### src/hdl/bthalloc_pkg.sv
// Shared types and constants for the boundary-tag heap allocator.
package bthalloc_pkg;

  // Request field codes.
  localparam logic FUNC_ALLOC = 1'b0;
  localparam logic FUNC_FREE  = 1'b1;

  // Response status codes.
  localparam logic STATUS_DONE  = 1'b0;
  localparam logic STATUS_NOFIT = 1'b1;

  // Tag geometry, in 8-byte heap words.
  localparam int TAG_SHIFT   = 3;
  localparam int MIN_BLOCK_W = 2;
  localparam int MIN_REM_W   = 3;

  // Two tags plus the round-up slack, in bytes.
  localparam int NEED_PAD    = 23;
  localparam int REQ_W       = 14;
  localparam int OFF_W       = 13;
  localparam int NEED_W      = REQ_W + 1 - TAG_SHIFT;
  localparam int TGT_W       = OFF_W - TAG_SHIFT;

  typedef struct packed {
    logic             func;
    logic [REQ_W-1:0] request_bytes;
    logic [OFF_W-1:0] payload_offset;
  } req_t;

  typedef struct packed {
    logic [OFF_W-1:0] result_offset;
    logic             status;
  } rsp_t;

  typedef enum logic [3:0] {
    ST_INIT_HDR,
    ST_INIT_TRL,
    ST_IDLE,
    ST_WALK,
    ST_NEXT_CHK,
    ST_PREV_TAG,
    ST_PREV_HDR,
    ST_WR_HDR1,
    ST_WR_TRL1,
    ST_WR_HDR2,
    ST_WR_TRL2,
    ST_FINISH
  } state_t;

endpackage

### src/hdl/bthalloc_ctrl.sv
// Sequencer that walks, splits and merges heap blocks through the tag memory.
module bthalloc_ctrl #(
  parameter int HEAP_BYTES = 8192,
  localparam int WORDS = HEAP_BYTES / 8,
  localparam int AW    = $clog2(WORDS),
  localparam int SW    = $clog2(WORDS + 1),
  localparam int TW    = SW + 1
) (
  input  logic                clk,
  input  logic                rst,
  input  logic                in_valid,
  output logic                in_ready,
  input  bthalloc_pkg::req_t  in_data,
  output logic                out_valid,
  input  logic                out_ready,
  output bthalloc_pkg::rsp_t  out_data,
  output logic                mem_we,
  output logic [AW-1:0]       mem_waddr,
  output logic [TW-1:0]       mem_wdata,
  output logic [AW-1:0]       mem_raddr,
  input  logic [TW-1:0]       mem_rdata
);

  localparam int PW  = SW + 1;
  localparam int CW  = ((SW > bthalloc_pkg::NEED_W) ? SW : bthalloc_pkg::NEED_W) + 1;
  localparam int XW  = ((PW + bthalloc_pkg::TAG_SHIFT) > bthalloc_pkg::OFF_W) ?
                       (PW + bthalloc_pkg::TAG_SHIFT) : bthalloc_pkg::OFF_W;
  localparam int REQ_SUM_W = bthalloc_pkg::REQ_W + 1;

  bthalloc_pkg::state_t state, state_next;

  logic                             is_free, is_free_next;
  logic [bthalloc_pkg::NEED_W-1:0]  need, need_next;
  logic [bthalloc_pkg::TGT_W-1:0]   tgt, tgt_next;
  logic [PW-1:0]                    pos, pos_next;
  logic [AW-1:0]                    s1, s1_next, s2, s2_next;
  logic [SW-1:0]                    z1, z1_next, z2, z2_next, psz, psz_next;
  logic                             u1, u1_next, two, two_next;
  logic [bthalloc_pkg::OFF_W-1:0]   res_off, res_off_next;
  logic                             res_st, res_st_next;
  logic                             out_load;

  logic [SW-1:0]                    rd_size;
  logic                             rd_used;
  logic [PW-1:0]                    pos_sum, pos_p1;
  logic [CW-1:0]                    pos_c, sum_c, tgt_c, need_c, size_c, left_c;
  logic [XW-1:0]                    off_wide;
  logic [REQ_SUM_W-1:0]             need_sum;
  logic [PW-1:0]                    trl1, trl2;
  logic [PW-1:0]                    prev_addr;

  assign rd_size  = mem_rdata[TW-1:1];
  assign rd_used  = mem_rdata[0];
  assign pos_sum  = pos + PW'(rd_size);
  assign pos_p1   = pos + PW'(1);
  assign off_wide = XW'(pos_p1) << bthalloc_pkg::TAG_SHIFT;
  assign pos_c    = CW'(pos);
  assign sum_c    = CW'(pos_sum);
  assign tgt_c    = CW'(tgt);
  assign need_c   = CW'(need);
  assign size_c   = CW'(rd_size);
  assign left_c   = size_c - need_c;
  assign need_sum = REQ_SUM_W'(in_data.request_bytes) + REQ_SUM_W'(bthalloc_pkg::NEED_PAD);
  assign trl1     = PW'(s1) + PW'(z1) - PW'(1);
  assign trl2     = PW'(s2) + PW'(z2) - PW'(1);
  assign prev_addr = PW'(s1) - PW'(1);

  always_ff @(posedge clk) begin
    if (rst) begin
      state     <= bthalloc_pkg::ST_INIT_HDR;
      out_valid <= 1'b0;
    end else begin
      state <= state_next;
      if (out_load) begin
        out_valid <= 1'b1;
      end else if (out_ready) begin
        out_valid <= 1'b0;
      end
    end
  end

  always_ff @(posedge clk) begin
    is_free <= is_free_next;
    need    <= need_next;
    tgt     <= tgt_next;
    pos     <= pos_next;
    s1      <= s1_next;
    z1      <= z1_next;
    u1      <= u1_next;
    s2      <= s2_next;
    z2      <= z2_next;
    two     <= two_next;
    psz     <= psz_next;
    res_off <= res_off_next;
    res_st  <= res_st_next;
    if (out_load) begin
      out_data.result_offset <= res_off;
      out_data.status        <= res_st;
    end
  end

  always_comb begin
    state_next   = state;
    is_free_next = is_free;
    need_next    = need;
    tgt_next     = tgt;
    pos_next     = pos;
    s1_next      = s1;
    z1_next      = z1;
    u1_next      = u1;
    s2_next      = s2;
    z2_next      = z2;
    two_next     = two;
    psz_next     = psz;
    res_off_next = res_off;
    res_st_next  = res_st;
    in_ready     = 1'b0;
    out_load     = 1'b0;
    mem_we       = 1'b0;
    mem_waddr    = '0;
    mem_wdata    = '0;
    mem_raddr    = '0;

    case (state)
      bthalloc_pkg::ST_INIT_HDR: begin
        mem_we     = 1'b1;
        mem_waddr  = '0;
        mem_wdata  = {SW'(WORDS), 1'b0};
        state_next = bthalloc_pkg::ST_INIT_TRL;
      end

      bthalloc_pkg::ST_INIT_TRL: begin
        mem_we     = 1'b1;
        mem_waddr  = AW'(WORDS - 1);
        mem_wdata  = {SW'(WORDS), 1'b0};
        state_next = bthalloc_pkg::ST_IDLE;
      end

      bthalloc_pkg::ST_IDLE: begin
        in_ready = 1'b1;
        if (in_valid) begin
          is_free_next = (in_data.func == bthalloc_pkg::FUNC_FREE);
          need_next    = need_sum[REQ_SUM_W-1:bthalloc_pkg::TAG_SHIFT];
          tgt_next     = in_data.payload_offset[bthalloc_pkg::OFF_W-1:bthalloc_pkg::TAG_SHIFT]
                         - bthalloc_pkg::TGT_W'(1);
          pos_next     = '0;
          res_off_next = '0;
          res_st_next  = bthalloc_pkg::STATUS_DONE;
          mem_raddr    = '0;
          // A free below the first payload or off a word boundary matches no block.
          if (in_data.func == bthalloc_pkg::FUNC_FREE &&
              (in_data.payload_offset[bthalloc_pkg::OFF_W-1:bthalloc_pkg::TAG_SHIFT] == '0 ||
               in_data.payload_offset[bthalloc_pkg::TAG_SHIFT-1:0] != '0)) begin
            state_next = bthalloc_pkg::ST_FINISH;
          end else begin
            state_next = bthalloc_pkg::ST_WALK;
          end
        end
      end

      bthalloc_pkg::ST_WALK: begin
        mem_raddr = pos_sum[AW-1:0];
        if (!is_free) begin
          if (rd_size < SW'(bthalloc_pkg::MIN_BLOCK_W)) begin
            res_st_next = bthalloc_pkg::STATUS_NOFIT;
            state_next  = bthalloc_pkg::ST_FINISH;
          end else if (!rd_used && size_c >= need_c) begin
            s1_next      = pos[AW-1:0];
            u1_next      = 1'b1;
            res_off_next = off_wide[bthalloc_pkg::OFF_W-1:0];
            state_next   = bthalloc_pkg::ST_WR_HDR1;
            if (left_c >= CW'(bthalloc_pkg::MIN_REM_W)) begin
              z1_next  = need[SW-1:0];
              s2_next  = AW'(pos_c + need_c);
              z2_next  = left_c[SW-1:0];
              two_next = 1'b1;
            end else begin
              z1_next  = rd_size;
              two_next = 1'b0;
            end
          end else if (sum_c < CW'(WORDS)) begin
            pos_next = pos_sum;
          end else begin
            res_st_next = bthalloc_pkg::STATUS_NOFIT;
            state_next  = bthalloc_pkg::ST_FINISH;
          end
        end else begin
          if (pos_c == tgt_c) begin
            if (rd_used) begin
              s1_next  = pos[AW-1:0];
              z1_next  = rd_size;
              u1_next  = 1'b0;
              two_next = 1'b0;
              if (sum_c < CW'(WORDS)) begin
                state_next = bthalloc_pkg::ST_NEXT_CHK;
              end else if (pos != '0) begin
                mem_raddr  = AW'(pos - PW'(1));
                state_next = bthalloc_pkg::ST_PREV_TAG;
              end else begin
                state_next = bthalloc_pkg::ST_WR_HDR1;
              end
            end else begin
              state_next = bthalloc_pkg::ST_FINISH;
            end
          end else if (rd_size < SW'(bthalloc_pkg::MIN_BLOCK_W)) begin
            state_next = bthalloc_pkg::ST_FINISH;
          end else if (sum_c < CW'(WORDS) && sum_c <= tgt_c) begin
            pos_next = pos_sum;
          end else begin
            state_next = bthalloc_pkg::ST_FINISH;
          end
        end
      end

      bthalloc_pkg::ST_NEXT_CHK: begin
        // Successor header is on the read port; absorb it when it is free.
        if (!rd_used && rd_size >= SW'(bthalloc_pkg::MIN_BLOCK_W)) begin
          z1_next = z1 + rd_size;
        end
        if (s1 != '0) begin
          mem_raddr  = prev_addr[AW-1:0];
          state_next = bthalloc_pkg::ST_PREV_TAG;
        end else begin
          state_next = bthalloc_pkg::ST_WR_HDR1;
        end
      end

      bthalloc_pkg::ST_PREV_TAG: begin
        psz_next = rd_size;
        if (rd_size >= SW'(bthalloc_pkg::MIN_BLOCK_W) && PW'(rd_size) <= PW'(s1)) begin
          mem_raddr  = AW'(PW'(s1) - PW'(rd_size));
          state_next = bthalloc_pkg::ST_PREV_HDR;
        end else begin
          state_next = bthalloc_pkg::ST_WR_HDR1;
        end
      end

      bthalloc_pkg::ST_PREV_HDR: begin
        if (!rd_used) begin
          s1_next = AW'(PW'(s1) - PW'(psz));
          z1_next = z1 + psz;
        end
        state_next = bthalloc_pkg::ST_WR_HDR1;
      end

      bthalloc_pkg::ST_WR_HDR1: begin
        mem_we     = 1'b1;
        mem_waddr  = s1;
        mem_wdata  = {z1, u1};
        state_next = bthalloc_pkg::ST_WR_TRL1;
      end

      bthalloc_pkg::ST_WR_TRL1: begin
        mem_we     = 1'b1;
        mem_waddr  = trl1[AW-1:0];
        mem_wdata  = {z1, u1};
        state_next = two ? bthalloc_pkg::ST_WR_HDR2 : bthalloc_pkg::ST_FINISH;
      end

      bthalloc_pkg::ST_WR_HDR2: begin
        mem_we     = 1'b1;
        mem_waddr  = s2;
        mem_wdata  = {z2, 1'b0};
        state_next = bthalloc_pkg::ST_WR_TRL2;
      end

      bthalloc_pkg::ST_WR_TRL2: begin
        mem_we     = 1'b1;
        mem_waddr  = trl2[AW-1:0];
        mem_wdata  = {z2, 1'b0};
        state_next = bthalloc_pkg::ST_FINISH;
      end

      bthalloc_pkg::ST_FINISH: begin
        if (!out_valid || out_ready) begin
          out_load   = 1'b1;
          state_next = bthalloc_pkg::ST_IDLE;
        end
      end

      default: begin
        state_next = bthalloc_pkg::ST_IDLE;
      end
    endcase
  end

  // Every tag written describes a block of at least two words.
  a_tag_size: assert property (@(posedge clk) disable iff (rst)
    mem_we |-> mem_wdata[TW-1:1] >= SW'(bthalloc_pkg::MIN_BLOCK_W))
    else $error("tag written with a block size below the minimum");

  // A trailer never lands before its own header.
  a_trailer_order: assert property (@(posedge clk) disable iff (rst)
    state == bthalloc_pkg::ST_WR_TRL1 |-> trl1 >= PW'(s1))
    else $error("trailer address below header address");

  // An accepted transaction always starts a walk or finishes at once.
  a_accept_path: assert property (@(posedge clk) disable iff (rst)
    (in_valid && in_ready) |=>
      (state == bthalloc_pkg::ST_WALK || state == bthalloc_pkg::ST_FINISH))
    else $error("accepted transaction took an unexpected path");

  // A result appears only after the sequencer has finished its work.
  a_result_source: assert property (@(posedge clk) disable iff (rst)
    $rose(out_valid) |-> $past(state) == bthalloc_pkg::ST_FINISH)
    else $error("result raised outside the finish step");

endmodule

### config.mk
export PLATFORM = sky130hd
export DESIGN_NAME = bthalloc_ctrl
export DESIGN_NICKNAME = d
export VERILOG_FILES = /design/src/hdl/bthalloc_pkg.sv /design/src/hdl/bthalloc_ctrl.sv
export SDC_FILE = /design/constraint.sdc
export NUM_CORES = 1
export LEC_CHECK = 0
export ABC_AREA = 1
export BUFFER_PORTS_ARGS = -buffer_cell sky130_fd_sc_hd__buf_2
export CORE_MARGIN = 2
export CORE_UTILIZATION = 65
export CTS_BUF_LIST = sky130_fd_sc_hd__clkbuf_8
export CTS_CLUSTER_DIAMETER = 60
export DETAILED_ROUTE_END_ITERATION = 7
export GPL_TIMING_DRIVEN = 0
export PLACE_DENSITY = 0.86
export SLEW_MARGIN = 5
export SYNTH_ARGS = -nofsm -noshare
export SYNTH_HDL_FRONTEND = slang
export SYNTH_SLANG_ARGS = --single-unit
export TNS_END_PERCENT = 100
### constraint.sdc
create_clock -name clk -period 8.5 [get_ports clk]
set_clock_uncertainty 0.15 [all_clocks]
set_input_delay 1.7 -clock clk [delete_from_list [all_inputs] [get_ports clk]]
set_output_delay 1.7 -clock clk [all_outputs]
set_load 0.01 [all_outputs]
==> results.yml <==
logic_synthesis:
  async_flop_share_pct: 0
  synth_edf_count: 112
  synth_area_leaders: "edfxtp_1 (31%), ha_1 (14%), nand2_1 (11%), inv_1 (9.2%), nor2_1 (4.8%)"
  ys.flop_type: "edfxtp_1"
  netlist.area_leader.share_pct: 31.5
  synth_top_area_cell: "edfxtp_1"
  synth-seq-cells: 117
  synth_most_common_cell: "nand2_1"
  synthTopCellsByCount: "nand2_1 (309), inv_1 (261), nor2_1 (136)"
  syn-cell-area_um2: 10700
  synth_cell_types: 50
  syn-instance-count: 1440
  ys_warn_count: 0
  avgSynthCellArea_um2: 7.42
  synth-seq-area-share_pct: 32.4
sta:
  fmax_ghz: 0.167
  hold_ws_ns: 0.278
  period_share_pct: 70.5
  worst_slew_pin_slew_ns: 1.37
  maxSlewViolCount: 0
  rsz0062_at_grt: "false"
  slew_headroom_pct: 8.61
  setup_viol: 0
  setup-tns-final_ns: 0
  hold_viol: 0
  min_period_ns: 5.99
detailed_routing:
  wl_um: 31600
  vias: 10400
  drtIter0Drc: 1191
  post_drt_wl_per_cell_um: 17.7
  detail_route.first_pass.iterations: 6
  ant_nets: 0
  routed_via_density: 5.84
  drc: 0
cells_and_area:
  utilization_pct: 74.2
  fin_area_um2: 11800
  fillerInstances: 1316
  nets: 1722
  post_route_cells_drive_above_1_share_pct: 11.7
  syn2layout_area_growth_pct: 10.8
  final_cells: 1782
  diodes: 0
worst_hold_path:
  hold_depth: 0
  holdCritStartpoint: "res_off[11]"
  hold-path-endpoint: "out_data[12]"
  hold_class: "register to register"
grt:
  gr-usage-met3_pct: 8.07
  grt_start_max_net_pins: 22
  use_met1_pct: 47.7
  busiest_layer: "met2"
  grt_usage_pct: 36.4
  gr-total-overflow: 0
  antenna_found_initial: 0
  grt_pass1_wl_um: 49000
  grt_pass1_vias: 9540
  use_met2_pct: 58.1
die:
  coreArea_um2: 15900
  rows: 46
  die_w_um: 132
  dieArea_um2: 17500
  start_util_pct: 67.0
  die_h_um: 132
  ios: 93
clocking:
  clock_latency_ns: 0.48
  h-tree-depth: 4
  ctsHoldBuffers: 0
  cts_root_buf: "clkbuf_8"
  clk_pin_slew_ns: 0.07
  postCtsSetupBuffers: 0
  cts_sinks: 117
  cts_tree: "yes"
  cts_buffers: 17
  cts_resized: 0
  cts_buffer_depth: 2
worst_setup_path:
  r2r_end: "pos[11]"
  start_kind: "input pin"
  ff2ff_path_depth: 17
  rrSetupSlack_ns: 4.32
  rr_startpoint: "pos[0]"
  cp-end-kind: "primary output"
  path_class: "input pin to primary output"
  worstSetupStartpoint: "mem_rdata[3]"
  required_ns: 6.65
  worstPathArrival_ns: 4.14
  path_max_fanout: 6
run:
  maxCapViolCount: 0
placement:
  dp.final_hpwl_um: 25800
  place.gp.congestion: 1.02
  dp.cells: 1750
  placed_cell_area_um2: 11500
  port-buffer-count: 89
power:
  power_density_nw_per_um2: 202
  p_leak_uw: 0.00579
  peakVddDrop_uv: 169
run_status:
  status: "completed"
[per-stage QoR]
stage	total power, uW	setup WS, ns
3_3_place_gp	1820	2.07
3_5_place_dp	1860	2.63
6_report	2390	2.51
4_1_cts	2360	2.63
5_1_grt	2530	2.47
2_1_floorplan	1520	3.15
[per-layer routing]
| metal | part of all wire, % | wire length [um] | vias to the layer above |
|---|---|---|---|
| met5 | 0 | 0 | - |
| met4 | 4.5 | 1410 | 0 |
| met3 | 10 | 3290 | 109 |
| met2 | 45 | 14100 | 604 |
| met1 | 40 | 12800 | 4711 |
| li1 | - | - | 4977 |
[worst max-delay path: stages]
cell and delay (ns):
buf_2 0.18, inv_1 0.14, ha_1 0.40, nand2_1 0.12, o21ai_0 0.29, nand3_1 0.11
nand3_1 0.09, nand2_1 0.05, nand2_1 0.12, inv_1 0.06, nand2_1 0.20, nor2_1 0.09
nor2_1 0.25, o211ai_1 0.17, buf_2 0.17
[state kept, by name, summed over array words and instances (netlist names), 4 cells and up]
name      cells
pos          12
s2           10
tgt          10
psz          11
z1           11
need         12
s1           10
res_off      10
state         4
z2           11
out_data     11
[cells by family (layout without fill, tap and decap cells)]
kind of cell,Yosys count,in the layout,share of synthesized area (%)
other,1,3,0.0351
xor gates and xnor gates,56,56,4.59
and+or+nand+nor,617,617,24.8
buffers and inverters,297,421,10.8
adders and majority gates,125,125,15.2
AOI/OAI and AO/OA,227,227,12.1
DFF,117,117,32.4
[power by group]
group / switching, uW / internal (uW) / leakage (uW)
Clock: 278 / 237 / 0.000190
Sequential: 68.0 / 730 / 0.00106
Combinational: 704 / 373 / 0.00454
Total: 1050 / 1340 / 0.00579
[layout by cell type (no fill, tap or decap), types with 16 or more instances in the layout]
master    instances
o21ai_0          63
a21oi_1          97
nand3_1          95
buf_2            93
clkbuf_8         17
nand2_1         309
ha_1            117
xnor2_1          18
xor2_1           38
edfxtp_1        112
nor3_1           18
inv_1           261
nor2_1          135
o22ai_1          16
[layout make-up]
| type | instances | area [um^2] | share of cell area (%) |
|---|---|---|---|
| buffer | 23 | 129 | 1.09 |
| clock buffer | 17 | 234 | 1.98 |
| clock inverter | 15 | 145 | 1.23 |
| inverter | 274 | 1030 | 8.70 |
| multi-input combinational | 1028 | 6080 | 51.4 |
| sequential | 117 | 3460 | 29.3 |
| tap | 216 | 270 | 2.28 |
| timing repair buffer | 92 | 475 | 4.02 |
[worst max path at each step]
stage	to	slack, ns	cells past startpoint
floorplan	pos[0]	3.15	16
global placement	pos[10]	2.07	17
detailed placement	mem_raddr[7]	2.63	13
CTS	mem_raddr[7]	2.63	13
global route	mem_raddr[4]	2.47	13
finish	mem_raddr[8]	2.51	15
Note: power is estimated with default switching activity, not from simulation.
